`src/design/utf8d_pkg.sv`:
```
// ----------------------------------------------------------------------------
// utf8d_pkg
// shared types and constants of the utf-8 to codepoint decoder
// ----------------------------------------------------------------------------
`default_nettype none

package utf8d_pkg;

	localparam int unsigned BYTE_W = 8;
	localparam int unsigned CP_W   = 21;
	localparam int unsigned LEFT_W = 2;
	localparam int unsigned CONT_W = 6;

	localparam logic [CP_W-1:0] REPLACEMENT_CP = CP_W'(24'h00FFFD);

	localparam logic [2:0] LEAD2_TAG = 3'b110;
	localparam logic [3:0] LEAD3_TAG = 4'b1110;
	localparam logic [4:0] LEAD4_TAG = 5'b11110;

	localparam logic [LEFT_W-1:0] LEFT_NONE  = 2'd0;
	localparam logic [LEFT_W-1:0] LEFT_ONE   = 2'd1;
	localparam logic [LEFT_W-1:0] LEFT_TWO   = 2'd2;
	localparam logic [LEFT_W-1:0] LEFT_THREE = 2'd3;

	typedef struct packed {
		logic [BYTE_W-1:0] data_byte;
		logic              end_of_string;
	} byte_item_t;

	typedef struct packed {
		logic [CP_W-1:0] code_point;
		logic            bad_lead;
		logic            cut_short;
		logic            final_item;
	} cp_item_t;

	typedef struct packed {
		logic advance;
		logic emit;
	} core_ctl_t;

endpackage

`default_nettype wire

```
`src/design/utf8d_ifs.sv`:
```
// ----------------------------------------------------------------------------
// utf8d channel interfaces
// byte channel in, codepoint channel out, both valid/ready
// ----------------------------------------------------------------------------
`default_nettype none

interface utf8d_byte_if;
	logic       valid;
	logic       ready;
	logic [7:0] data_byte;
	logic       end_of_string;

	modport source (output valid, output data_byte, output end_of_string, input ready);
	modport sink   (input valid, input data_byte, input end_of_string, output ready);
endinterface

interface utf8d_cp_if;
	logic        valid;
	logic        ready;
	logic [20:0] code_point;
	logic        bad_lead;
	logic        cut_short;
	logic        final_item;

	modport source (
		output valid, output code_point, output bad_lead, output cut_short,
		output final_item, input ready
	);
	modport sink (
		input valid, input code_point, input bad_lead, input cut_short,
		input final_item, output ready
	);
endinterface

`default_nettype wire

```
`src/design/utf8d_in_stage.sv`:
```
// ----------------------------------------------------------------------------
// utf8d_in_stage
// input register, takes a new byte when it is empty or the held one moves on
// ----------------------------------------------------------------------------
`default_nettype none

module utf8d_in_stage
	import utf8d_pkg::*;
(
	input  wire logic       clk,
	input  wire logic       arst_n,
	input  wire logic       in_valid,
	input  wire byte_item_t in_item,
	output logic            in_ready,
	input  wire logic       advance,
	output logic            valid_s1,
	output byte_item_t      item_s1
);

	assign in_ready = !valid_s1 || advance;

	always_ff @(posedge clk or negedge arst_n) begin
		if (!arst_n) begin
			valid_s1 <= 1'b0;
		end else if (in_ready) begin
			valid_s1 <= in_valid;
		end
	end

	always_ff @(posedge clk) begin
		if (in_ready && in_valid) begin
			item_s1 <= in_item;
		end
	end

endmodule

`default_nettype wire

```
`src/design/utf8d_core.sv`:
```
// ----------------------------------------------------------------------------
// utf8d_core
// lead decode, continuation merge and truncation repair with sequence state
// ----------------------------------------------------------------------------
`default_nettype none

module utf8d_core
	import utf8d_pkg::*;
(
	input  wire logic       clk,
	input  wire logic       arst_n,
	input  wire logic       valid_s1,
	input  wire byte_item_t item_s1,
	input  wire logic       out_free,
	output core_ctl_t       ctl,
	output cp_item_t        result
);

	logic [CP_W-1:0]   partial_q;
	logic [LEFT_W-1:0] bytes_left_q;
	logic [CP_W-1:0]   partial_d;
	logic [LEFT_W-1:0] bytes_left_d;
	logic              emit;
	logic [BYTE_W-1:0] b;
	logic              eos;

	assign b   = item_s1.data_byte;
	assign eos = item_s1.end_of_string;

	always_comb begin
		partial_d    = partial_q;
		bytes_left_d = bytes_left_q;
		emit         = 1'b0;
		result       = '0;
		result.final_item = eos;

		if (bytes_left_q == LEFT_NONE) begin
			if (!b[BYTE_W-1]) begin
				emit = 1'b1;
				result.code_point = CP_W'(b);
			end else if (b[7:5] == LEAD2_TAG) begin
				partial_d    = CP_W'(b[4:0]);
				bytes_left_d = LEFT_ONE;
			end else if (b[7:4] == LEAD3_TAG) begin
				partial_d    = CP_W'(b[3:0]);
				bytes_left_d = LEFT_TWO;
			end else if (b[7:3] == LEAD4_TAG) begin
				partial_d    = CP_W'(b[2:0]);
				bytes_left_d = LEFT_THREE;
			end else begin
				emit = 1'b1;
				result.code_point = REPLACEMENT_CP;
				result.bad_lead   = 1'b1;
			end
		end else begin
			partial_d    = {partial_q[CP_W-CONT_W-1:0], b[CONT_W-1:0]};
			bytes_left_d = bytes_left_q - LEFT_ONE;
			if (bytes_left_d == LEFT_NONE) begin
				emit = 1'b1;
				result.code_point = partial_d;
				partial_d = '0;
			end
		end

		// string ended inside a sequence: missing bits are zero
		if (!emit && eos) begin
			emit = 1'b1;
			result.cut_short  = 1'b1;
			result.final_item = 1'b1;
			case (bytes_left_d)
				LEFT_ONE:   result.code_point = {partial_d[CP_W-7:0], 6'b0};
				LEFT_TWO:   result.code_point = {partial_d[CP_W-13:0], 12'b0};
				LEFT_THREE: result.code_point = {partial_d[CP_W-19:0], 18'b0};
				default:    result.code_point = partial_d;
			endcase
			partial_d    = '0;
			bytes_left_d = LEFT_NONE;
		end
	end

	assign ctl.emit    = valid_s1 && emit;
	assign ctl.advance = valid_s1 && (!emit || out_free);

	always_ff @(posedge clk or negedge arst_n) begin
		if (!arst_n) begin
			partial_q    <= '0;
			bytes_left_q <= LEFT_NONE;
		end else if (ctl.advance) begin
			partial_q    <= partial_d;
			bytes_left_q <= bytes_left_d;
		end
	end

	assert property (@(posedge clk) disable iff (!arst_n)
		bytes_left_q == LEFT_NONE |-> partial_q == '0)
		else $error("accumulator not clear between sequences");

	assert property (@(posedge clk) disable iff (!arst_n)
		ctl.advance && !ctl.emit |=> bytes_left_q != LEFT_NONE)
		else $error("silent item left no sequence open");

	assert property (@(posedge clk) disable iff (!arst_n)
		ctl.advance && ctl.emit && result.cut_short |=> bytes_left_q == LEFT_NONE)
		else $error("truncated sequence not closed");

	assert property (@(posedge clk) disable iff (!arst_n)
		ctl.emit && result.bad_lead |-> !result.cut_short && bytes_left_q == LEFT_NONE)
		else $error("bad lead flagged inside a sequence");

endmodule

`default_nettype wire

```
`src/design/utf8d_out_stage.sv`:
```
// ----------------------------------------------------------------------------
// utf8d_out_stage
// result register, holds one codepoint item until the receiver takes it
// ----------------------------------------------------------------------------
`default_nettype none

module utf8d_out_stage
	import utf8d_pkg::*;
(
	input  wire logic      clk,
	input  wire logic      arst_n,
	input  wire core_ctl_t ctl,
	input  wire cp_item_t  result,
	output logic           out_free,
	output logic           out_valid,
	input  wire logic      out_ready,
	output cp_item_t       out_item
);

	logic     valid_s2;
	cp_item_t item_s2;
	logic     load;

	assign out_free  = !valid_s2 || out_ready;
	assign load      = ctl.advance && ctl.emit;
	assign out_valid = valid_s2;
	assign out_item  = item_s2;

	always_ff @(posedge clk or negedge arst_n) begin
		if (!arst_n) begin
			valid_s2 <= 1'b0;
		end else if (load) begin
			valid_s2 <= 1'b1;
		end else if (out_ready) begin
			valid_s2 <= 1'b0;
		end
	end

	always_ff @(posedge clk) begin
		if (load) begin
			item_s2 <= result;
		end
	end

endmodule

`default_nettype wire

```
`src/design/utf8_to_codepoint_decoder.sv`:
```
// ----------------------------------------------------------------------------
// utf8_to_codepoint_decoder
// decodes a utf-8 byte stream into 21-bit codepoints
//
// bytes: one raw byte per item with an end_of_string flag on the last byte
// codes: one codepoint item per finished sequence, lone ascii byte, invalid
//   lead (0xfffd, bad_lead) or string cut inside a sequence (cut_short)
// continuation bytes that do not finish a sequence give no item
// throughput: one byte per cycle while the receiver does not stall; the
//   decode between the input and result registers is combinational
// a stalled receiver holds the result register; a byte behind it that gives
//   an item waits in the input register and bytes.ready drops until the
//   result is taken
// reset clears both registers and the sequence state
// ----------------------------------------------------------------------------
`default_nettype none

module utf8_to_codepoint_decoder
	import utf8d_pkg::*;
(
	input  wire logic clk,
	input  wire logic arst_n,
	utf8d_byte_if.sink  bytes,
	utf8d_cp_if.source  codes
);

	byte_item_t in_item;
	byte_item_t item_s1;
	logic       valid_s1;
	core_ctl_t  ctl;
	cp_item_t   result;
	cp_item_t   out_item;
	logic       out_free;

	assign in_item.data_byte     = bytes.data_byte;
	assign in_item.end_of_string = bytes.end_of_string;

	utf8d_in_stage u_in (
		.clk      (clk),
		.arst_n   (arst_n),
		.in_valid (bytes.valid),
		.in_item  (in_item),
		.in_ready (bytes.ready),
		.advance  (ctl.advance),
		.valid_s1 (valid_s1),
		.item_s1  (item_s1)
	);

	utf8d_core u_core (
		.clk      (clk),
		.arst_n   (arst_n),
		.valid_s1 (valid_s1),
		.item_s1  (item_s1),
		.out_free (out_free),
		.ctl      (ctl),
		.result   (result)
	);

	utf8d_out_stage u_out (
		.clk       (clk),
		.arst_n    (arst_n),
		.ctl       (ctl),
		.result    (result),
		.out_free  (out_free),
		.out_valid (codes.valid),
		.out_ready (codes.ready),
		.out_item  (out_item)
	);

	assign codes.code_point = out_item.code_point;
	assign codes.bad_lead   = out_item.bad_lead;
	assign codes.cut_short  = out_item.cut_short;
	assign codes.final_item = out_item.final_item;

endmodule

`default_nettype wire
```
`src/flat_wrapper.sv`:
```
// flat-port wrapper written by rule: the top's interface ports become plain ports
module utf8_to_codepoint_decoder_flat import utf8d_pkg::*;
  (clk, arst_n, bytes_valid, bytes_data_byte, bytes_end_of_string, bytes_ready, codes_valid, codes_code_point, codes_bad_lead, codes_cut_short, codes_final_item, codes_ready);
  utf8d_byte_if bytes_i ();
  utf8d_cp_if codes_i ();
  input  wire logic clk;
  input  wire logic arst_n;
  input wire logic [$bits(bytes_i.valid)-1:0] bytes_valid;
  input wire logic [$bits(bytes_i.data_byte)-1:0] bytes_data_byte;
  input wire logic [$bits(bytes_i.end_of_string)-1:0] bytes_end_of_string;
  output wire logic [$bits(bytes_i.ready)-1:0] bytes_ready;
  output wire logic [$bits(codes_i.valid)-1:0] codes_valid;
  output wire logic [$bits(codes_i.code_point)-1:0] codes_code_point;
  output wire logic [$bits(codes_i.bad_lead)-1:0] codes_bad_lead;
  output wire logic [$bits(codes_i.cut_short)-1:0] codes_cut_short;
  output wire logic [$bits(codes_i.final_item)-1:0] codes_final_item;
  input wire logic [$bits(codes_i.ready)-1:0] codes_ready;
  assign bytes_i.valid = bytes_valid;
  assign bytes_i.data_byte = bytes_data_byte;
  assign bytes_i.end_of_string = bytes_end_of_string;
  assign bytes_ready = bytes_i.ready;
  assign codes_valid = codes_i.valid;
  assign codes_code_point = codes_i.code_point;
  assign codes_bad_lead = codes_i.bad_lead;
  assign codes_cut_short = codes_i.cut_short;
  assign codes_final_item = codes_i.final_item;
  assign codes_i.ready = codes_ready;
  utf8_to_codepoint_decoder u_core (.clk(clk), .arst_n(arst_n), .bytes(bytes_i), .codes(codes_i));
endmodule
```
`config.mk`:
```
export PLATFORM = sky130hd
export DESIGN_NAME = utf8_to_codepoint_decoder_flat
export DESIGN_NICKNAME = d
export VERILOG_FILES = /design/src/design/utf8d_pkg.sv /design/src/design/utf8d_ifs.sv /design/src/design/utf8d_in_stage.sv /design/src/design/utf8d_core.sv /design/src/design/utf8d_out_stage.sv /design/src/design/utf8_to_codepoint_decoder.sv /design/src/flat_wrapper.sv
export SDC_FILE = /design/constraint.sdc
export NUM_CORES = 1
export LEC_CHECK = 0
export BUFFER_PORTS_ARGS = -buffer_cell sky130_fd_sc_hd__buf_2
export CAP_MARGIN = 20
export CELL_PAD_IN_SITES_DETAIL_PLACEMENT = 1
export CELL_PAD_IN_SITES_GLOBAL_PLACEMENT = 2
export CORE_MARGIN = 10
export CORE_UTILIZATION = 37
export DETAILED_ROUTE_END_ITERATION = 12
export HOLD_SLACK_MARGIN = 0.02
export PLACE_DENSITY = 0.83
export SETUP_SLACK_MARGIN = 0.2
export SYNTH_ARGS = -nofsm -noshare
export SYNTH_HDL_FRONTEND = slang
export SYNTH_SLANG_ARGS = --single-unit
```
`constraint.sdc`:
```
create_clock -name clk -period 3.5 [get_ports clk]
set_clock_uncertainty 0.15 [all_clocks]
set_input_delay 0.175 -clock clk [delete_from_list [all_inputs] [get_ports clk]]
set_output_delay 0.175 -clock clk [all_outputs]
set_load 0.01 [all_outputs]
```
==> metrics.md <==
| Metric | Value |
|---|---|
| VDD IR max | `242 uV` |
| Setup TNS | `0 ns` |
| EDFF count, synth | `33` |
| Unrepaired setup endpoints after global routing | `no` |
| Die ar. | `between 0.01 and 0.015 sq mm` |
| DIE WIDTH | `106 microns` |
| Worst EP arrival | `2.40 ns` |
| Setup crit end kind | `flop` |
| Mapped Area | `0.00275 sq mm` |
| Worst slew pin tran | `0.820 ns` |
| Drt first-iter violations | `158` |
| Worst Setup Path Type | `reg -> reg` |
| R2r setup slk | `0.93 ns` |
| DRC | `0` |
| Dpl ws | `1.00 ns` |
| GRT Util Overall | `14.3%` |
| Post-layout utilization of the core | `43.7%` |
| Syn-to-layout area delta | `15.4%` |
| Main area contributors after synthesis | `edfxtp_1 36%, dfrtp_1 17%, a21oi_1 3.8%, a221o_1 3.6%, nand2_1 3.3%` |
| Syn nets | `about 260` |
| Placer congestion estimate | `0.837` |
| CTS tree | `built` |
| Critical-path maximum fanout | `24` |
| Min-Delay Startpoint | `codes_ready` |
| Worst setup margin | `0.933 ns` |
| Status | `finished clean` |
| Filler Cell Count | `840` |
| DR pass1 iterations | `4` |
| Clk sinks | `52` |
| Most common cell in the netlist | `edfxtp_1` |
| Cell Rows | `31` |
| Share of post-route cells with drive strength above 1 | `25.4%` |
| Post-Synthesis Cells | `249` |
| Tot Pwr | `about 2000 uW` |
| Final Net Count | `299` |
| Element type at the critical path start | `flop` |
| Met2 routed WL | `~3700 microns` |
| Pwr dens | `about 620 mW/mm^2` |
| Initial antenna violation count | `0` |
| Hold Vio Cnt, Final | `0` |
| Ys async rst share | `36.5%` |
| I/O Buffers | `38` |
| Pins Over Slew Limit | `0` |
| Flops & latches, synth | `52` |
| LEAKAGE | `0.00127 uW` |
| Post-CTS Setup Bufs | `0` |
| Diodes inserted | `0` |
| Post-detailed-route count of antenna-violating nets | `0` |
| Wire length on met1 | `between 3000 and 4000 microns` |
| Routed WL per cell | `20.4 microns` |
| Initial Util | `37.9%` |
| Number of global-route vias before repair | `2,327` |
| First-pass GRT wire length | `13,000 microns` |
| Cell taking the most area after synthesis | `edfxtp_1` |
| Final wirelength | `~8000 microns` |
| Max cap viols | `0` |
| Min-Delay Path Class | `in -> reg` |
| R2R depth | `6` |
| Core Area | `0.00725 sq mm` |
| Via/cell ratio | `5.61` |
| Seq/Total Area, Yosys | `53.3%` |
| Reg2reg start | `u_core.u_in.item_s1[7]` |
| Hold Crit Endpoint | `u_core.u_out.out_valid` |
| CTS H-Tree Depth | `2` |
| DP HPWL | `about 5700 microns` |
| Max Root-Sink Buffers | `2` |
| WP data required | `3.33 ns` |
| FF-to-FF End | `u_core.u_out.out_item[18]` |
| Synth top area share | `a little over a third` |
| Relative slew margins | `between 40% and 50%` |
| Total grt overflow | `0` |
| Die Y | `106 microns` |
| Hold Path Cell Cnt | `3` |
| Highest achievable clock rate | `0.390 GHz` |
| Synth cell types | `48` |
| Crit path time final | `2.57 ns` |
| Cts bufs inserted | `5` |
| Syn. warnings | `0` |
| Tcrit/Tclk final | `between 70% and 80%` |
| Clock Pin Slew Worst Setup and Hold Paths | `about 0.09 ns` |
| Commonest cells in the netlist | `33 x edfxtp_1, 24 x nand2_1, 21 x a21oi_1` |
| Top-level port count | `39` |
| Top sig layer | `met4` |
| # setup viols final | `0` |
| DR vias | `around 2,200` |
| Clk_lat worst skew | `0.31 ns` |
| Avg Cell Area, Syn | `11.0 sq um` |
| Post-synth top flop | `edfxtp_1` |
| Largest net degree at the start of global routing | `28` |
| Root buf cell | `clkbuf_8` |
| Met3 WL | `490 microns` |
how the worst max path moves through the flow:
stage,depth (start not counted),slack (ns),from,endpoint
6_report,6,0.93,u_core.u_in.item_s1[7],u_core.u_out.out_item[18]
3_3_place_gp,6,1.07,u_core.u_in.item_s1[7],u_core.u_out.out_item[10]
3_5_place_dp,6,1.0,u_core.u_in.item_s1[7],u_core.u_out.out_item[19]
4_1_cts,6,0.96,u_core.u_in.item_s1[7],u_core.u_out.out_item[15]
5_1_grt,6,0.79,u_core.u_in.item_s1[7],u_core.u_out.out_item[1]
2_1_floorplan,7,0.47,u_core.u_core.bytes_left_q[0],u_core.u_out.out_item[0]
logic make-up after synthesis:
group                  after synthesis  synth area share (%)
flip-flops                          52                  53.3
AND/OR/NAND/NOR                     62                  12.8
buffers and inverters               37                  6.69
AO/OA/AOI/OAI                       98                  27.2
sequential cells by signal, indices dropped and copies added (netlist names):
| name | cells |
|---|---|
| u_core.u_in.valid_s1 | 1 |
| u_core.u_in.item_s1 | 9 |
| u_core.u_out.out_item | 24 |
| u_core.u_core.bytes_left_q | 2 |
| u_core.u_core.partial_q | 15 |
| u_core.u_out.out_valid | 1 |
metal layers:
metal / up-vias / global-route usage, %
li1: 1008 / -
met1: 1083 / 18.4
met2: 66 / 22.9
met3: 7 / 3.02
met4: 0 / 5.71
met5: - / 0
through the flow:
stage          cell area (sq um)  cells  hold slack [ns]
3_5_place_dp                2980    367          0.00761
4_1_cts                     3170    386           0.0900
2_1_floorplan               2750    249           -0.271
6_report                    3170    386           0.0813
3_3_place_gp                2980    367          0.00943
5_1_grt                     3170    386            0.137
area by class of cell:
cell class,count,area [sq um],share of cell area [%]
inverter,10,37.5,1.18
clock inverter,3,13.8,0.434
sequential,52,1470,46.2
multi-input combinational,160,1100,34.7
clock buffer,5,68.8,2.17
timing repair buffer,57,360,11.4
tap,99,124,3.90
worst max-delay path, stage by stage (launching register included):
cell and delay, ns:
edfxtp_1 0.47, and3b_1 0.44, a211oi_2 0.12, buf_4 0.19, or2_0 0.37, a21oi_2 0.17, buf_4 0.32
layout by cell type (no fill, tap or decap), types with 3 or more instances in the layout:
| cell type | instances |
|---|---|
| buf_2 | 38 |
| edfxtp_1 | 33 |
| nand2_1 | 24 |
| a21oi_1 | 20 |
| dfrtp_1 | 19 |
| dlygate4sd3_1 | 11 |
| inv_1 | 10 |
| o21ai_0 | 10 |
| a221o_1 | 10 |
| nor2b_1 | 9 |
| o21a_1 | 8 |
| buf_4 | 8 |
| nor2_1 | 5 |
| a22o_1 | 5 |
| o211ai_1 | 5 |
| a31o_2 | 5 |
| o221ai_1 | 5 |
| clkbuf_8 | 5 |
| a21o_1 | 4 |
| a22oi_1 | 4 |
| and2_1 | 3 |
| a2111oi_0 | 3 |
| or2_2 | 3 |
| nand4b_1 | 3 |
| o311ai_1 | 3 |
| o31ai_1 | 3 |
power breakdown:
| part | internal, uW | leakage, uW | switching [uW] |
|---|---|---|---|
| clock | 136 | 0.0000453 | 201 |
| sequential | 822 | 0.000568 | 120 |
| combinational | 267 | 0.000652 | 410 |
repair_timing:
action,4_1_cts,5_1_grt
resized for setup,0,0
hold buffers,11,0
hold endpoints to repair,29,0
Note: power is estimated with default switching activity, not from simulation.
